**config.mk**
```make
export PLATFORM = sky130hd
export DESIGN_NAME = page_pool_allocator_core
export DESIGN_NICKNAME = d
export VERILOG_FILES = /design/src/rtl/core/ppa_pkg.sv /design/src/rtl/core/ppa_ram.sv /design/src/rtl/core/page_pool_allocator_core.sv
export SDC_FILE = /design/constraint.sdc
export NUM_CORES = 2
export LEC_CHECK = 0
export BUFFER_PORTS_ARGS = -buffer_cell sky130_fd_sc_hd__buf_2
export CELL_PAD_IN_SITES_DETAIL_PLACEMENT = 0
export CELL_PAD_IN_SITES_GLOBAL_PLACEMENT = 1
export CORE_MARGIN = 2
export CORE_UTILIZATION = 55
export DETAILED_ROUTE_END_ITERATION = 10
export HOLD_SLACK_MARGIN = 0.03
export PLACE_DENSITY_LB_ADDON = 0.05
export SYNTH_ARGS = -nofsm -noshare
export SYNTH_HDL_FRONTEND = slang
export SYNTH_SLANG_ARGS = --single-unit
```
**constraint.sdc**
```tcl
create_clock -name i_clk -period 12.8 [get_ports i_clk]
set_input_delay 1.92 -clock i_clk [delete_from_list [all_inputs] [get_ports i_clk]]
set_output_delay 1.92 -clock i_clk [all_outputs]
set_load 0.02 [all_outputs]
```
**src/rtl/core/ppa_pkg.sv**
```systemverilog
// Shared codes and field types for the page pool allocator.
`default_nettype none

package ppa_pkg;

    typedef logic [1:0] t_kind;
    typedef logic [2:0] t_status;
    typedef logic [0:0] t_cfg_idx;

    localparam t_kind KIND_ALLOC   = 2'd0;
    localparam t_kind KIND_RELEASE = 2'd1;
    localparam t_kind KIND_XLATE   = 2'd2;

    localparam t_status ST_OK            = 3'd0;
    localparam t_status ST_POOL_EMPTY    = 3'd1;
    localparam t_status ST_BAD_INDEX     = 3'd2;
    localparam t_status ST_NOT_COMMITTED = 3'd3;
    localparam t_status ST_OUTSIDE_POOL  = 3'd4;

    localparam t_cfg_idx REG_PAGE_COUNT   = 1'd0;
    localparam t_cfg_idx REG_BASE_ADDRESS = 1'd1;

endpackage

`default_nettype wire

```
**src/rtl/core/ppa_ram.sv**
```systemverilog
// Generic single-write, single-read RAM with a registered read port.
`default_nettype none

module ppa_ram #(
    parameter int WIDTH = 8,
    parameter int DEPTH = 256,
    localparam int AW = $clog2(DEPTH)
) (
    input  wire logic             i_clk,
    input  wire logic             i_we,
    input  wire logic [AW-1:0]    i_waddr,
    input  wire logic [WIDTH-1:0] i_wdata,
    input  wire logic [AW-1:0]    i_raddr,
    output logic      [WIDTH-1:0] o_rdata
);

    logic [WIDTH-1:0] r_mem [DEPTH];
    logic [WIDTH-1:0] r_rdata;

    always_ff @(posedge i_clk) begin
        if (i_we) begin
            r_mem[i_waddr] <= i_wdata;
        end
        r_rdata <= r_mem[i_raddr];
    end

    assign o_rdata = r_rdata;

endmodule

`default_nettype wire

```
**src/rtl/core/page_pool_allocator_core.sv**
```systemverilog
// Page pool allocator: free-page stack and committed bitmap held in RAM.
//
// Each transaction has an accept cycle, which issues the RAM reads (free
// stack at top-1, committed bitmap at the page of interest), and an execute
// state, which modifies and writes back both RAMs and loads the result
// register and waits while the result register holds an untaken result.
// After reset and after every page_count write the committed bitmap is
// cleared by a pass over all MAX_PAGES entries, one entry a cycle; no item
// is accepted meanwhile. Stack entries below the lowest top reached since
// the last refill are never read from RAM; they read as their own position.
`default_nettype none

module page_pool_allocator_core #(
    parameter int MAX_PAGES  = 256,
    parameter int PAGE_SHIFT = 16,
    parameter int ADDR_BITS  = 32
) (
    input  wire logic               i_clk,
    input  wire logic               i_rst_n,
    input  wire logic               i_cfg_we,
    input  wire ppa_pkg::t_cfg_idx  i_cfg_idx,
    input  wire logic [31:0]        i_cfg_data,
    input  wire logic               i_in_valid,
    output logic                    o_in_ready,
    input  wire ppa_pkg::t_kind     i_kind,
    input  wire logic [7:0]         i_page_index,
    input  wire logic [31:0]        i_address,
    output logic                    o_out_valid,
    input  wire logic               i_out_ready,
    output ppa_pkg::t_status        o_status,
    output logic [7:0]              o_result_index,
    output logic [31:0]             o_page_address,
    output logic                    o_page_committed,
    output logic [8:0]              o_committed_count
);

    import ppa_pkg::*;

    localparam int IDX_W  = $clog2(MAX_PAGES);
    localparam int CNT_W  = $clog2(MAX_PAGES + 1);
    localparam int CW     = CNT_W + 9;
    localparam int PG_W   = 32 - PAGE_SHIFT;
    localparam int TW     = PG_W + CNT_W;
    localparam int PC_RST = (MAX_PAGES < 256) ? MAX_PAGES : 256;
    localparam logic [31:0] A_MASK = (ADDR_BITS >= 32) ? 32'hFFFF_FFFF :
                                     32'((64'd1 << ADDR_BITS) - 64'd1);
    localparam logic [IDX_W-1:0] LAST_ROW = IDX_W'(MAX_PAGES - 1);
    localparam logic [CNT_W-1:0] CNT_MAX  = CNT_W'(MAX_PAGES);

    localparam logic [1:0] S_CLEAR = 2'd0;
    localparam logic [1:0] S_IDLE  = 2'd1;
    localparam logic [1:0] S_EXEC  = 2'd2;

    // control state
    logic [1:0]       r_state;
    logic [IDX_W-1:0] r_clr;
    logic [CNT_W-1:0] r_page_count;
    logic [31:0]      r_base;
    logic [CNT_W-1:0] r_top;
    logic [CNT_W-1:0] r_low;
    logic [CNT_W-1:0] r_total;
    logic             r_out_valid;

    // latched transaction
    t_kind            r_kind;
    logic             r_pidx_ok;
    logic             r_xl_ok;
    logic             r_pop_mem;
    logic [IDX_W-1:0] r_idx;

    // result register
    t_status          r_out_status;
    logic [7:0]       r_out_index;
    logic [31:0]      r_out_addr;
    logic             r_out_committed;
    logic [8:0]       r_out_count;

    logic             w_accept;
    logic             w_go;
    logic [32:0]      w_diff;
    logic [PG_W-1:0]  w_pg;
    logic [TW-1:0]    w_pg_cmp;
    logic [TW-1:0]    w_pc_cmp;
    logic [IDX_W+PG_W-1:0] w_pg_ext;
    logic [IDX_W+7:0] w_pidx_ext;
    logic [CW-1:0]    w_pidx_cmp;
    logic [CW-1:0]    w_pc_cw;
    logic             w_xl_ok;
    logic             w_pidx_ok;
    logic [IDX_W-1:0] w_in_idx;
    logic [CNT_W-1:0] w_top_m1;

    logic [IDX_W-1:0] stk_rdata;
    logic             stk_we;
    logic [IDX_W-1:0] stk_waddr;
    logic             map_rdata;
    logic             map_we;
    logic [IDX_W-1:0] map_waddr;
    logic             map_wdata;
    logic [IDX_W-1:0] map_raddr;

    logic             x_map_we;
    logic [IDX_W-1:0] x_map_waddr;
    logic             x_map_wdata;
    logic             x_stk_we;
    logic [IDX_W-1:0] x_pop_idx;
    logic [CNT_W-1:0] n_top;
    logic [CNT_W-1:0] n_low;
    logic [CNT_W-1:0] n_total;
    t_status          x_status;
    logic             x_ok;
    logic [IDX_W-1:0] x_idx;
    logic             x_commit;

    logic [IDX_W+PAGE_SHIFT+31:0] w_sh;
    logic [31:0]      w_paddr;
    logic [IDX_W+7:0] w_idx_ext;
    logic [CW-1:0]    w_total_ext;

    logic [8:0]       w_cfg_pc9;
    logic [CW-1:0]    w_cfg_ext;
    logic [CW-1:0]    w_cfg_clamp;

    assign o_in_ready = (r_state == S_IDLE);
    assign w_accept   = i_in_valid && o_in_ready;
    assign w_go       = (r_state == S_EXEC) && (!r_out_valid || i_out_ready);

    // translate: offset from base, page number, range check
    assign w_diff   = {1'b0, i_address} - {1'b0, r_base};
    assign w_pg     = w_diff[31:PAGE_SHIFT];
    assign w_pg_cmp = {{CNT_W{1'b0}}, w_pg};
    assign w_pc_cmp = {{PG_W{1'b0}}, r_page_count};
    assign w_xl_ok  = !w_diff[32] && (w_pg_cmp < w_pc_cmp);
    assign w_pg_ext = {{IDX_W{1'b0}}, w_pg};

    // release: index check against the page count
    assign w_pidx_ext = {{IDX_W{1'b0}}, i_page_index};
    assign w_pidx_cmp = {{(CNT_W + 1){1'b0}}, i_page_index};
    assign w_pc_cw    = {9'd0, r_page_count};
    assign w_pidx_ok  = (w_pidx_cmp < w_pc_cw);

    assign w_in_idx = (i_kind == KIND_RELEASE) ? w_pidx_ext[IDX_W-1:0]
                                               : w_pg_ext[IDX_W-1:0];
    assign w_top_m1 = r_top - CNT_W'(1);

    // hold the read addresses steady while the transaction waits
    assign map_raddr = (r_state == S_IDLE) ? w_in_idx : r_idx;

    ppa_ram #(
        .WIDTH (IDX_W),
        .DEPTH (MAX_PAGES)
    ) u_stack (
        .i_clk   (i_clk),
        .i_we    (stk_we),
        .i_waddr (stk_waddr),
        .i_wdata (r_idx),
        .i_raddr (w_top_m1[IDX_W-1:0]),
        .o_rdata (stk_rdata)
    );

    ppa_ram #(
        .WIDTH (1),
        .DEPTH (MAX_PAGES)
    ) u_map (
        .i_clk   (i_clk),
        .i_we    (map_we),
        .i_waddr (map_waddr),
        .i_wdata (map_wdata),
        .i_raddr (map_raddr),
        .o_rdata (map_rdata)
    );

    assign x_pop_idx = r_pop_mem ? stk_rdata : w_top_m1[IDX_W-1:0];

    always_comb begin
        n_top       = r_top;
        n_low       = r_low;
        n_total     = r_total;
        x_map_we    = 1'b0;
        x_map_waddr = r_idx;
        x_map_wdata = 1'b0;
        x_stk_we    = 1'b0;
        x_status    = ST_OK;
        x_ok        = 1'b0;
        x_idx       = r_idx;
        x_commit    = 1'b0;
        unique case (r_kind)
            KIND_ALLOC: begin
                if (r_top == '0) begin
                    x_status = ST_POOL_EMPTY;
                end else begin
                    x_ok        = 1'b1;
                    x_idx       = x_pop_idx;
                    x_commit    = 1'b1;
                    n_top       = w_top_m1;
                    n_low       = (w_top_m1 < r_low) ? w_top_m1 : r_low;
                    x_map_we    = 1'b1;
                    x_map_waddr = x_pop_idx;
                    x_map_wdata = 1'b1;
                    n_total     = r_total + CNT_W'(1);
                end
            end
            KIND_RELEASE: begin
                if (!r_pidx_ok) begin
                    x_status = ST_BAD_INDEX;
                end else if (!map_rdata) begin
                    x_status = ST_NOT_COMMITTED;
                end else begin
                    x_ok     = 1'b1;
                    x_map_we = 1'b1;
                    if (r_total != '0) begin
                        n_total = r_total - CNT_W'(1);
                    end
                    if (r_top < CNT_MAX) begin
                        x_stk_we = 1'b1;
                        n_top    = r_top + CNT_W'(1);
                    end
                end
            end
            KIND_XLATE: begin
                if (!r_xl_ok) begin
                    x_status = ST_OUTSIDE_POOL;
                end else begin
                    x_ok     = 1'b1;
                    x_commit = map_rdata;
                end
            end
            default: begin
                // no operation
            end
        endcase
    end

    // bitmap writes come from the clearing pass or from write-back
    always_comb begin
        if (r_state == S_CLEAR) begin
            map_we    = 1'b1;
            map_waddr = r_clr;
            map_wdata = 1'b0;
        end else begin
            map_we    = w_go && x_map_we;
            map_waddr = x_map_waddr;
            map_wdata = x_map_wdata;
        end
    end

    assign stk_we    = w_go && x_stk_we;
    assign stk_waddr = r_top[IDX_W-1:0];

    assign w_sh        = {32'd0, x_idx, {PAGE_SHIFT{1'b0}}};
    assign w_paddr     = (r_base + w_sh[31:0]) & A_MASK;
    assign w_idx_ext   = {8'd0, x_idx};
    assign w_total_ext = {9'd0, n_total};

    // page count write: zero taken as one, saturate at the pool size
    assign w_cfg_pc9 = i_cfg_data[8:0];
    assign w_cfg_ext = {{CNT_W{1'b0}}, w_cfg_pc9};
    always_comb begin
        if (w_cfg_pc9 == 9'd0) begin
            w_cfg_clamp = CW'(1);
        end else if (w_cfg_ext > CW'(MAX_PAGES)) begin
            w_cfg_clamp = CW'(MAX_PAGES);
        end else begin
            w_cfg_clamp = w_cfg_ext;
        end
    end

    always_ff @(posedge i_clk) begin
        if (!i_rst_n) begin
            r_state      <= S_CLEAR;
            r_clr        <= '0;
            r_page_count <= CNT_W'(PC_RST);
            r_base       <= '0;
            r_top        <= CNT_W'(PC_RST);
            r_low        <= CNT_W'(PC_RST);
            r_total      <= '0;
            r_out_valid  <= 1'b0;
        end else begin
            if (w_go) begin
                r_out_valid <= 1'b1;
            end else if (i_out_ready) begin
                r_out_valid <= 1'b0;
            end

            // refill the pool on a page count write
            if (i_cfg_we && (i_cfg_idx == REG_PAGE_COUNT)) begin
                r_page_count <= w_cfg_clamp[CNT_W-1:0];
                r_top        <= w_cfg_clamp[CNT_W-1:0];
                r_low        <= w_cfg_clamp[CNT_W-1:0];
                r_total      <= '0;
                r_clr        <= '0;
                r_state      <= S_CLEAR;
            end else begin
                unique case (r_state)
                    S_CLEAR: begin
                        r_clr <= r_clr + IDX_W'(1);
                        if (r_clr == LAST_ROW) begin
                            r_state <= S_IDLE;
                        end
                    end
                    S_IDLE: begin
                        if (w_accept) begin
                            r_state <= S_EXEC;
                        end
                    end
                    S_EXEC: begin
                        if (w_go) begin
                            r_top   <= n_top;
                            r_low   <= n_low;
                            r_total <= n_total;
                            r_state <= S_IDLE;
                        end
                    end
                    default: begin
                        r_state <= S_IDLE;
                    end
                endcase
            end

            if (i_cfg_we && (i_cfg_idx == REG_BASE_ADDRESS)) begin
                r_base <= i_cfg_data;
            end
        end
    end

    always_ff @(posedge i_clk) begin
        if (w_accept) begin
            r_kind    <= i_kind;
            r_pidx_ok <= w_pidx_ok;
            r_xl_ok   <= w_xl_ok;
            r_pop_mem <= (r_top > r_low);
            r_idx     <= w_in_idx;
        end
        if (w_go) begin
            r_out_status    <= x_status;
            r_out_index     <= x_ok ? w_idx_ext[7:0] : 8'd0;
            r_out_addr      <= x_ok ? w_paddr : 32'd0;
            r_out_committed <= x_ok && x_commit;
            r_out_count     <= w_total_ext[8:0];
        end
    end

    assign o_out_valid       = r_out_valid;
    assign o_status          = r_out_status;
    assign o_result_index    = r_out_index;
    assign o_page_address    = r_out_addr;
    assign o_page_committed  = r_out_committed;
    assign o_committed_count = r_out_count;

endmodule

`default_nettype wire

```
# Yosys cells after proc, flatten, opt, wreduce, memory -nomap -nowiden
# Memory sizes are Yosys's and may differ from the RTL's. A register that Yosys moved wholly into a read port is not among the register bits.
# Cells that the tools add are included.
# totals
memories,2
register_bits,145
ramBits,2304
in_bits,80
# memory_table
name,depth,width,rd,rd_ports_with_merged_regs,write_ports,line_no,rtl
u_stack.r_mem,256,8,1,1,1,ppa_ram.sv:17,logic [WIDTH-1:0] r_mem [DEPTH];
u_map.r_mem,256,1,1,1,1,ppa_ram.sv:17,
# classes
bitwise_logic,2
addsub,7
order_cmp,6
mux,57
n_reduce_logical,27
eq_ne,14
# ops
cell,n
two-way mux 9 bit,19
two-way mux 8 bit,6
case mux 9 bit (2 select lines),2
subtractor 32 x 32 -> 33 bit,1
adder 32 x 24 -> 32 bit,1
two-way mux 1 bit,19
"adder 9 x 1 -> 9 bit, second input constant",2
logical NOT 9 bit,2
"subtractor 9 x 1 -> 9 bit, second input constant",2
< comparator 16 x 9 -> 1 bit,1
two-way mux 2 bit,5
nonzero test 2 bit,5
> comparator 9 bit,1
"> comparator 9 bit, second input constant",1
< comparator 8 x 9 -> 1 bit,1
< comparator 9 bit,1
"< comparator 9 bit, second input constant",1
"inequality test 3 bit, second input constant",3
case mux 3 bit (3 select lines),1
nonzero test 9 bit,1
"adder 8 x 1 -> 8 bit, second input constant",1
"== test 8 bit, second input constant",1
logical AND 1 bit,8
AND reduction 7 bit,1
other kinds (18),27

# Longest topological paths before layout
# depth
ltp_word,8
ltp_mapped,24
ltp_nobuf,22

# Modules after synthesis
# Synthesis repeated with hierarchy kept, for this count alone.
# unflattened
hier_cells,5619
hier_area_um2,100008.4
# modules_own_cells
module,area_each_um2,cells_each,n_inst
ppa_ram (u_stack),79556.3,3733,1
ppa_ram (u_map),11128.2,788,1
page_pool_allocator_core,9323.9,1098,1

# Worst setup path before layout
# No wires, ideal clock.
# synth_timing
path_type,register to register
start,register r_top[0]
end,memory u_map.r_mem[0] (data pin)
arrival_time_ns,7.918
setup_slack_ns,3.489
required_ns,11.407
setup_time_ns,1.393
path_stages_with_launch,11
n_path_buf,4
path_cell_list,dfxtp_1 -> clkbuf_1 -> inv_1 -> ha_1 -> clkbuf_1 -> nand2_1 -> nor3_1 -> or3_1 -> clkbuf_1 -> buf_2 -> nor2_1
# synth_via
elab_chain_cells,4
# synth_rtl
item,line_no,rtl
start: declaration,page_pool_allocator_core.sv:59,logic [CNT_W-1:0] r_top;
start signal: assignment,page_pool_allocator_core.sv:274,r_top <= CNT_W'(PC_RST);
start signal: assignment,page_pool_allocator_core.sv:288,r_top <= w_cfg_clamp[CNT_W-1:0];
start signal: assignment,page_pool_allocator_core.sv:308,r_top <= n_top;
logical NOT 9 bit,page_pool_allocator_core.sv:189,if (r_top == '0) begin
two-way mux 1 bit,page_pool_allocator_core.sv:189,
two-way mux 1 bit,page_pool_allocator_core.sv:187,unique case (r_kind)
two-way mux 1 bit,page_pool_allocator_core.sv:236,if (r_state == S_CLEAR) begin
via map_wdata,page_pool_allocator_core.sv:99,logic map_wdata;
end: declaration,ppa_ram.sv:17,
# The timed path passes the listed nets, and every way through them passes these cells.

# Worst setup path after layout
# layout_timing
start,register r_top[0]
end,"register r_out_addr[31], in the netlist o_page_address[31] (data pin)"
# layout_via
elab_chain_cells,5
# layout_rtl
item,line_no,rtl
subtractor 9 x 1 -> 9 bit,page_pool_allocator_core.sv:144,assign w_top_m1 = r_top - CNT_W'(1);
two-way mux 8 bit,page_pool_allocator_core.sv:173,assign x_pop_idx = r_pop_mem ? stk_rdata : w_top_m1[IDX_W-1:0];
two-way mux 8 bit (*),page_pool_allocator_core.sv:189,
two-way mux 8 bit (*),page_pool_allocator_core.sv:187,
via x_idx[3],page_pool_allocator_core.sv:112,logic [IDX_W-1:0] x_idx;
adder 32 x 24 -> 32 bit (*),page_pool_allocator_core.sv:251,assign w_paddr = (r_base + w_sh[31:0]) & A_MASK;
end signal: assignment,page_pool_allocator_core.sv:337,r_out_addr <= x_ok ? w_paddr : 32'd0;
end: declaration,page_pool_allocator_core.sv:74,logic [31:0] r_out_addr;
# The timed path passes the listed nets; every way through them passes the cells marked *.
# A chain may end at the register's enable or synchronous reset.

==> results_tabular.tex <==
\begin{tabular}{lr}
\hline
Metric & Value \\
\hline
\multicolumn{2}{l}{\textbf{Run status}} \\
Outcome & completed \\
\multicolumn{2}{l}{\textbf{Synth}} \\
Cell types occupying the most area after synthesis & sky130\_fd\_sc\_hd\_\_edfxtp\_1 71\%, sky130\_fd\_sc\_hd\_\_mux4\_2 15\%, sky130\_fd\_sc\_hd\_\_nor2\_1 2.6\% \\
Top-area cell type share of the netlist area & 71.4\% \\
Cell count after synthesis & 5565 \\
Synthesized area per cell & 17.9 µm² \\
Post-synth EDFFs & 2370 \\
Number of nets produced by synthesis & 5726 \\
Share of synthesized registers carrying an async set or reset & 0\% \\
Largest area contributor in the synthesized netlist & sky130\_fd\_sc\_hd\_\_edfxtp\_1 \\
Warnings from Yosys & 0 \\
Fraction of the yosys area taken by sequential cells & 73.2\% \\
Top flip-flop cell by instance count after synthesis & sky130\_fd\_sc\_hd\_\_edfxtp\_1 \\
Flip-flop and latch count after synthesis & 2458 \\
Post-synth design cell area & 0.0996 mm² \\
Cell variety after synth & 79 \\
\multicolumn{2}{l}{\textbf{Clock network}} \\
Post-CTS resize count & 0 \\
CTS tree & yes \\
CTS Root Cell & sky130\_fd\_sc\_hd\_\_clkbuf\_16 \\
Clock Tree Buf Depth & 3 \\
Setup fix buffers added after clock tree synthesis & 0 \\
CTS H-tree lvls & 4 \\
Insertion delay to the later sink of the worst-skew pair & 0.88 ns \\
Hold-fix buffers at CTS & 0 \\
Clock-pin slew on the worst setup and hold paths & 0.07 ns \\
TritonCTS buffer count & 241 \\
Sink count of the clock tree & 2458 \\
\multicolumn{2}{l}{\textbf{Power}} \\
Switch Pwr & 3.83 mW \\
Max VDD drop & 131 µV \\
Share of power burned in registers & 51.2\% \\
Combinational group share of total power & 7.7\% \\
Switching part of the total & 22.5\% \\
Power density normalized to cell area & 154 mW/mm² \\
Internal power summed over all cells & 13.2 mW \\
Static power due to leakage & 34.9 nW \\
Portion of total power attributed to the clock network & 41.1\% \\
\multicolumn{2}{l}{\textbf{STA}} \\
Clk\_skew & 0.0299 ns \\
Setup repair after global routing missed its margin & false \\
Clock period minus final worst setup slack & 6.43 ns \\
Slew Viols, Final & 0 \\
Summed negative setup slack over all endpoints & 0 ns \\
Maximum frequency from static timing analysis & 0.156 GHz \\
Relative slew slack & 17.3\% \\
Final setup violation count & 0 \\
Final worst path period share & 50.2\% \\
Final Hold Fails & 0 \\
Transition at the pin with the smallest max-transition slack & 1.24 ns \\
\multicolumn{2}{l}{\textbf{Layout}} \\
Most frequent standard cell in the layout excluding fill and tap cells & sky130\_fd\_sc\_hd\_\_edfxtp\_1 \\
Area growth, synth to finish & 11.2\% \\
Share of final-layout standard cells stronger than drive strength 1 & 21.1\% \\
Multi-input gate area in the final layout & 0.0253 mm² \\
Cell area after layout & 0.111 mm² \\
Layout fillers & 13100 \\
Commonest non-fill, non-tap cells in the layout & 2370 x sky130\_fd\_sc\_hd\_\_edfxtp\_1, 684 x sky130\_fd\_sc\_hd\_\_nor2\_1, 643 x sky130\_fd\_sc\_hd\_\_mux4\_2 \\
Total area of sequential cells & 0.0729 mm² \\
Post-layout net count & 5877 \\
\multicolumn{2}{l}{\textbf{Global route}} \\
Total track usage & 26.9\% \\
Number of global-route vias before repair & 51100 \\
Wire length of the first global-routing pass & 360000 µm \\
Pin count of the biggest net entering global routing & 181 \\
Initial antenna violation count & 8 \\
Overflow left after global routing & 0 \\
\multicolumn{2}{l}{\textbf{Detailed routing}} \\
1st-pass router iterations & 5 \\
Iteration-0 DRC count of the detailed router & 6177 \\
Via-to-Cell Ratio & 6.26 \\
Total Wirelength & 246000 µm \\
Routed vias & 52000 \\
Remaining DRCs & 0 \\
Antenna Violating Nets Remaining & 0 \\
Routed length per instance & 29.7 µm \\
\multicolumn{2}{l}{\textbf{Die}} \\
Floorplan row count & 156 \\
Area enclosed by the die boundary & 0.185 mm² \\
Die Y-Extent & 430 µm \\
Starting Density & 55.3\% \\
Die width & 430 µm \\
Placeable core region & 0.180 mm² \\
IO Count & 135 \\
\multicolumn{2}{l}{\textbf{Setup path}} \\
Critical Setup Path Class & reg -> reg \\
Cell type group with the largest total delay on the critical path & simple AND/OR/NAND/NOR gates \\
Peak fanout along the critical path & 24 \\
Data arrival time of the critical path & 7.04 ns \\
Critical path's slowest cell & sky130\_fd\_sc\_hd\_\_nor3\_1 \\
Worst setup SP type & flop \\
Cell breakdown of the critical path & inv\_1 -> ha\_4 -> nand2\_1 -> nor3\_1 -> or3\_1 -> nor3\_1 -> a21oi\_1 -> inv\_1 -> ha\_1 -> a21o\_1 -> a21oi\_1 -> o21bai\_1 -> a21oi\_1 -> nor2b\_1 -> nor2\_1 -> nor2\_1 -> or3b\_2 -> xnor2\_1 -> nor2\_1 \\
Number of buffer and inverter stages on the critical path & 2 \\
Endpoint kind of the worst setup timing path & flop \\
Required time at the worst-slack endpoint & 13.41 ns \\
Largest stage delay on the critical path & 1.00 ns \\
\multicolumn{2}{l}{\textbf{Run}} \\
Number of violations of the max-capacitance limit & 0 \\
\multicolumn{2}{l}{\textbf{Place}} \\
Post-detailed-placement half-perimeter wirelength & 146000 µm \\
Number of I/O port buffers & 134 \\
GPL Wtd Cong & 0.857 \\
Post-DP Area & 0.103 mm² \\
\multicolumn{2}{l}{\textbf{Hold path}} \\
Hold/Removal Path Class & reg -> reg \\
\hline
\end{tabular}
-- power by group through the flow --
stage	Sequential (mW)	Clock [mW]	Combinational [mW]
floorplan	8.88	0	0.845
global placement	8.89	0	1.32
detailed placement	8.89	0	1.32
CTS	8.72	7.14	1.33
global route	8.72	7.44	1.39
finish	8.72	7.02	1.32
-- worst register-to-register path, delay by kind of cell (launching register included) --
family | cells | cell delay, ns
flip-flops | 1 | 0.51
buffers and inverters | 2 | 0.41
AND/OR/NAND/NOR | 9 | 3.48
adder cells (fa/ha/maj) | 2 | 0.60
XOR/XNOR | 1 | 0.14
AO/OA/AOI/OAI | 5 | 1.01
-- synthesized netlist by cell type, drive strengths merged, types with 23 or more instances --
cell type and n:
nand2b 23, and2 26, nand2 490, a21oi 146, nor2b 27, and3 27, mux2i 29, nor2 685
ha 80, a21o 24, inv 76, dfxtp 88, edfxtp 2370, nor3 35, xnor2 24, o211ai 26
a311oi 40, mux4 643, clkbuf 227, a31oi 27, o21ai 72, a211oi 26, nand3 121, buf 96
-- flip-flops by register name, summed over array words and instances (netlist names), 2 cells and up --
name	flops
u_stack.r_mem	2048
u_map.r_mem	256
o_page_address	32
r_base	32
o_committed_count	9
r_low	9
r_page_count	9
r_top	9
r_total	9
o_result_index	8
r_clr	8
r_idx	8
u_stack.o_rdata	8
o_status	3
r_kind	2
r_state	2
-- per-stage QoR --
step | setup slack, ns | cells | power (mW) | utilization (%) | hold slack, ns
floorplan | 3.49 | 5565 | 9.73 | - | 0.436
global placement | 6.13 | 7843 | 10.2 | 57.1 | 0.444
detailed placement | 6.07 | 7843 | 10.2 | 57.1 | 0.446
CTS | 6.35 | 8298 | 17.2 | 61.5 | 0.455
global route | 6.03 | 8299 | 17.5 | 61.5 | 0.468
finish | 6.37 | 8302 | 17.1 | 61.5 | 0.453
-- kinds of logic (layout without fill, tap and decap cells) --
logic type / after synthesis / after routing / share of synthesized area [%]
simple gates: 1485 / 1485 / 6.23
buf+inv: 402 / 765 / 1.58
flops: 2458 / 2458 / 73.2
mux: 675 / 675 / 14.9
fa+ha+maj: 81 / 81 / 1.02
xor+xnor: 41 / 41 / 0.368
compound gates: 423 / 423 / 2.75
other cells: 0 / 4 / 0
-- routing by layer --
layer,global-route usage (%),wire (µm),vias to the layer above
met4,6.48,5380,2
met3,4.39,18600,333
met2,41.7,117000,2005
li1,-,-,22300
met1,40.5,105000,27300
met5,0,17,-
-- path summary, 6_finish.rpt --
kind                        end  depth (start not counted)  slack [ns]      start
max          o_page_address[31]                         19        6.37   r_top[0]
min                   r_base[9]                          2        0.45  r_base[9]
max reg2reg  o_page_address[31]                         19        6.37   r_top[0]
min reg2reg           r_base[9]                          2        0.45  r_base[9]
-- area by class of cell --
type / instances / share of cell area (%)
Clock buffer: 292 / 5.69
Clock inverter: 163 / 1.39
Antenna cell: 4 / 0.00903
Multi-Input combinational cell: 2705 / 22.8
Tap cell: 2370 / 2.67
Timing Repair Buffer: 231 / 1.35
Sequential cell: 2458 / 65.8
Inverter: 79 / 0.267
No activity file was read; power rests on OpenSTA's default activity.
